File: src/hdl/ptc_pkg.sv
// ----------------------------------------------------------------------------
// Pressure/temperature compensation package
// Shared widths, register indexes and the pipeline control bundle.
// ----------------------------------------------------------------------------
package ptc_pkg;

   // Number of register stages from input transfer to result register.
   localparam int NUM_STAGES = 11;

   // Configuration port geometry.
   localparam int CSR_INDEX_W = 3;
   localparam int CSR_DATA_W  = 16;

   // Register indexes of the calibration words.
   localparam logic [CSR_INDEX_W-1:0] REG_SENS_GAIN        = 3'd0;
   localparam logic [CSR_INDEX_W-1:0] REG_OFFSET_BASE      = 3'd1;
   localparam logic [CSR_INDEX_W-1:0] REG_SENS_TEMP_COEF   = 3'd2;
   localparam logic [CSR_INDEX_W-1:0] REG_OFFSET_TEMP_COEF = 3'd3;
   localparam logic [CSR_INDEX_W-1:0] REG_REF_TEMP_CODE    = 3'd4;
   localparam logic [CSR_INDEX_W-1:0] REG_TEMP_GAIN        = 3'd5;

   // Per-stage load enables and occupancy flags.
   typedef struct packed {
      logic [NUM_STAGES-1:0] en;
      logic [NUM_STAGES-1:0] valid;
   } ptc_pipe_type;

endpackage

File: src/hdl/ptc_pipe_ctrl.sv
// ----------------------------------------------------------------------------
// Pipeline control
// Tracks stage occupancy and gives each stage its own load enable, so that
// empty stages fill up while the result register is stalled.
// ----------------------------------------------------------------------------
module ptc_pipe_ctrl
   import ptc_pkg::*;
(
   input  logic         clock,
   input  logic         reset,
   input  logic         in_valid,
   input  logic         out_ready,
   output logic         in_ready,
   output ptc_pipe_type pipe
);

   logic [NUM_STAGES-1:0] valid_ff;
   logic [NUM_STAGES-1:0] valid_in;
   logic [NUM_STAGES-1:0] en;

   // A stage loads when it is empty or when its successor loads.
   always_comb begin
      en[NUM_STAGES-1] = !valid_ff[NUM_STAGES-1] || out_ready;
      for (int k = NUM_STAGES - 2; k >= 0; k--) begin
         en[k] = !valid_ff[k] || en[k+1];
      end
   end

   // Next occupancy of every stage.
   always_comb begin
      valid_in[0] = en[0] ? in_valid : valid_ff[0];
      for (int k = 1; k < NUM_STAGES; k++) begin
         valid_in[k] = en[k] ? valid_ff[k-1] : valid_ff[k];
      end
   end

   always_ff @(posedge clock) begin
      if (reset) begin
         valid_ff <= '0;
      end else begin
         valid_ff <= valid_in;
      end
   end

   assign in_ready   = en[0];
   assign pipe.en    = en;
   assign pipe.valid = valid_ff;

endmodule

File: config.mk
export PLATFORM = sky130hd
export DESIGN_NAME = ptc_pipe_ctrl
export DESIGN_NICKNAME = d
export VERILOG_FILES = /design/src/hdl/ptc_pkg.sv /design/src/hdl/ptc_pipe_ctrl.sv
export SDC_FILE = /design/constraint.sdc
export NUM_CORES = 1
export LEC_CHECK = 0
export BUFFER_PORTS_ARGS = -buffer_cell sky130_fd_sc_hd__buf_2
export CORE_AREA = 10 10 47 49
export CTS_CLUSTER_SIZE = 20
export DETAILED_ROUTE_END_ITERATION = 10
export DIE_AREA = 0 0 57 59
export GPL_TIMING_DRIVEN = 0
export PLACE_DENSITY = 0.69
export SETUP_SLACK_MARGIN = 0.1
export SYNTH_ARGS = -nofsm -noshare
export SYNTH_HDL_FRONTEND = slang
export SYNTH_SLANG_ARGS = --single-unit
File: constraint.sdc
create_clock -name clock -period 2.5 [get_ports clock]
set_input_delay 0.625 -clock clock [delete_from_list [all_inputs] [get_ports clock]]
set_output_delay 0.625 -clock clock [all_outputs]
set_load 0.01 [all_outputs]
# Word-level counts from Yosys, hierarchy flattened

Index checks and enable logic that the tools add are counted.

Add/subtract/negate cells: 0
Multiply operators: 0
Div/mod/pow operators: 0
Order comparisons: 0
Eq/ne operators: 0
Shift-type cells: 0
Mux-type cells: 0
Bitwise operators: 0
Reductions and logical operators: 22

Operators with widths:

| cell             | count |
|---|---|
| $logic_not 1->1  | 11 |
| $logic_or 1x1->1 | 11 |

Flip-flop bits (word level): 11
Bits in latches: 0
Bits in writable memories: 0
Memory bits (read-only): 0
Bits of input ports: 4
Output and inout bits: 23
Logic and storage cells: 33
Memories kept: 0

# Logic depth before layout (Yosys ltp)

Word-level depth: 12
Mapped depth: 4
Depth with buffers taken out: 3

# Worst setup path after synthesis

OpenSTA, ideal clock, no wires.

Kind: input to output
From: input out_ready
To: output pipe[11] (netlist bit)
Data arrival time: 1251 ps
Required time: 1875 ps
Path slack: 624 ps
Cell stages on the path: 3
Buffers on the path: 1
Cells stage by stage: and4b_1 nand4_2 buf_4

Longest elaborated chain between the ends: 11

Ends and longest elaborated chain:

| what                           | line                | RTL |
|---|---|---|
| from (decl)                    | ptc_pipe_ctrl.sv:12 | `input logic out_ready,` |
| $logic_or 1x1->1               | ptc_pipe_ctrl.sv:23 | `en[NUM_STAGES-1] = !valid_ff[NUM_STAGES-1] \|\| out_ready;` |
| $logic_or 1x1->1 (10 in a row) | ptc_pipe_ctrl.sv:25 | `en[k] = !valid_ff[k] \|\| en[k+1];` |
| to (decl)                      | ptc_pipe_ctrl.sv:14 | `output ptc_pipe_type pipe` |

No other way between the ends.

==> impl_metrics.toml <==
[status]
status = "finished clean"

[sta]
max_freq_mhz = 475
setup_viol = 0
worstMarginPinSlew_ns = 0.448
finalCritPeriodShare = 0.842
slew_violations = 0
skew_ns = 0.000456
slew_headroom = 0.701
min_period_ns = 2.10
timing.hold.ws_ns = 0.467
fin_setup_tns_ns = 0
hold_viol = 0
grt_setup_unrepaired = "no"
worst_slack_ns = 0.396

[final_layout]
largest-register = "valid_ff"
top_regs = "valid_ff (11)"
seqCellArea_sq_um = 220
multi_input_area_sq_um = 185
utilization = 0.453
finalNonFillerCells = 99
area_delta_synth_final_pct = 38.5
diodes = 0
final_net_count = 88
nFillCells = 162
drive_above_1_share = 0.458
fin_area_sq_um = 634
largest_reg_flops = 11

[setup_path]
worstPathArrival_ns = 1.48
regToRegStartpoint = "valid_ff[4]"
critical_path_required_ns = 1.88
crit_path_start = "out_ready"
r2r_cells = 3
critical_path_class = "input port to output port"
start_kind = "input port"
critPathBufInv = 2
slowest_stage = "and4b_1"
max_stage_delay_ns = 0.31
worst-path-stages = 5
worst_setup_path_end_kind = "output port"
timing.rr.end = "valid_ff[0]"
path_delay_family = "simple AND/OR/NAND/NOR gates"
cp_common_cell = "buf_2"
timing.reg2reg.setup_slack_ns = 1.40
worstPathCellList = "buf_2 -> and4b_1 -> and2_2 -> nand3_1 -> buf_2"
worstPathMaxFanout = 5

[clock_network]
clk_path_buf_depth = 2
cts_resized = 0
numClockSinks = 11
numCtsBuffers = 3
clk_latency_ns = 0.25
cts_tree = "done"
ctsHtreeMaxLevel = 1
cts_hold_buf = 0
post_cts_buffers = 0
cts-root-buf = "clkbuf_4"
clkTransAtPathRegs_ns = 0.07

[global_routing]
grt_max_degree = 11
grt_first_pass_wirelength_mm = 2.03
grt_pass1_vias = 447
antenna_found_initial = 0
overflow = 0
grt_usage = 0.0737

[floorplan]
ios = 27
coreArea_sq_um = 1400
dieHeight_um = 59
start_util = 0.327
dieArea_sq_um = 3360
dieWidth_um = 57
rows = 14

[hold_path]
holdPathStages = 2
hold_path_class = "flip-flop to flip-flop"
hold_path_end = "valid_ff[6]"
hp-start = "valid_ff[5]"

[routing]
via_count = 469
drt-initial-drc-count = 6
ant_nets = 0
routed_wl_mm = 1.24
drc_errors = 0
routed_via_density = 4.74
dr.pass1.iters = 4
wl_per_cell_um = 12.5

[power]
p_int_uw = 245
netSwitchingFraction = 0.203
pwr-share-clk = 0.373
combPwrFrac = 0.041
p_leak_nw = 0.292
powerDensity_nw_per_um2 = 484
peakVddDrop_mv = 0.282
p_total_uw = 307
p_seq_frac = 0.586
p_sw_uw = 62.4

[yosys]
synth-main-ff-cell = "dfxtp_1"
syn-cell-area_sq_um = 458
syn_inst = 53
ys_ff_latch = 11
ys.warnings.count = 0
synth_top_family_by_area = "simple AND/OR/NAND/NOR gates"
avgSynthCellArea_sq_um = 8.64
synth-edff-count = 0
synth_compound_area_frac = 0.134
ys_types = 21
ys_seq_area_frac = 0.481
synth_common_cells = "dfxtp_1 (11), nor2_1 (8), a21oi_1 (5)"
synth_area_leader_cell = "dfxtp_1"
yosys.area_share.simple = 0.270
yosys.area_share.xor_xnor = 0
synth_area_leaders = "dfxtp_1 (48%), nor2_1 (6.6%), a21oi_1 (5.5%)"
async_flop_share = 0
yosys.area_share.adder = 0
synth.most_common_cell = "dfxtp_1"
synth.mux.area_fraction = 0
syn_nets = 57
synth.top_cell.area_share = 0.481

[place]
dp_cells = 95
routabilityCongestion = 0.702
place.detailed.hpwl_um = 991
place_area_sq_um = 608
place_ws_ns = 0.395
port_buffers = 26

[flow_run]
max_cap_viol_count = 0
## layout by cell type, fill, tap and decap left out, drive strengths merged
cell type / n
a21oi: 6
or2: 1
inv: 6
and4: 1
and3: 2
and2: 1
and4b: 1
nand2: 4
nand3: 2
dfxtp: 11
nor2: 8
a41oi: 1
a31oi: 3
clkbuf: 5
nand4: 1
nand2b: 1
buf: 29
## worst reg2reg max path, cell delays in order, from the launching register on
cell	delay (ns)
dfxtp_1	0.46
and4_1	0.29
nand4_2	0.14
a21oi_1	0.15
## worst max path at each step
stage                     slack (ns)       end
after global placement          0.40  pipe[14]
after CTS                       0.39  pipe[14]
after floorplan                 0.62  pipe[11]
after detailed placement        0.40  pipe[14]
final                           0.40  pipe[14]
after global routing            0.33  pipe[14]
## power groups by stage
stage | logic, mW | registers, mW | clock network, mW
global route | 0.0140 | 0.180 | 0.135
detailed placement | 0.0127 | 0.184 | 0
floorplan | 0.00506 | 0.185 | 0
CTS | 0.0128 | 0.180 | 0.120
finish | 0.0125 | 0.180 | 0.115
global placement | 0.0125 | 0.184 | 0
## layer usage
layer,up-vias,track usage,part of all wire
met5,-,0,0
met4,0,0.0403,0.0081
met3,2,0.0300,0.073
met2,15,0.109,0.46
met1,213,0.0887,0.46
li1,239,-,-
## area by class of cell
| type | instances | share of cell area |
|---|---|---|
| clock buffers | 4 | 0.0414 |
| flip-flops and latches | 11 | 0.347 |
| plain buffers | 4 | 0.0473 |
| inverters | 6 | 0.0355 |
| multi-input cells | 32 | 0.292 |
| repair buffers | 26 | 0.205 |
| well taps | 16 | 0.0316 |
## kinds of logic after synthesis
family                 after synthesis
and+or+nand+nor                     22
buffers and inverters               10
DFF                                 11
AOI/OAI and AO/OA                   10
No activity file was read; power rests on OpenSTA's default activity.
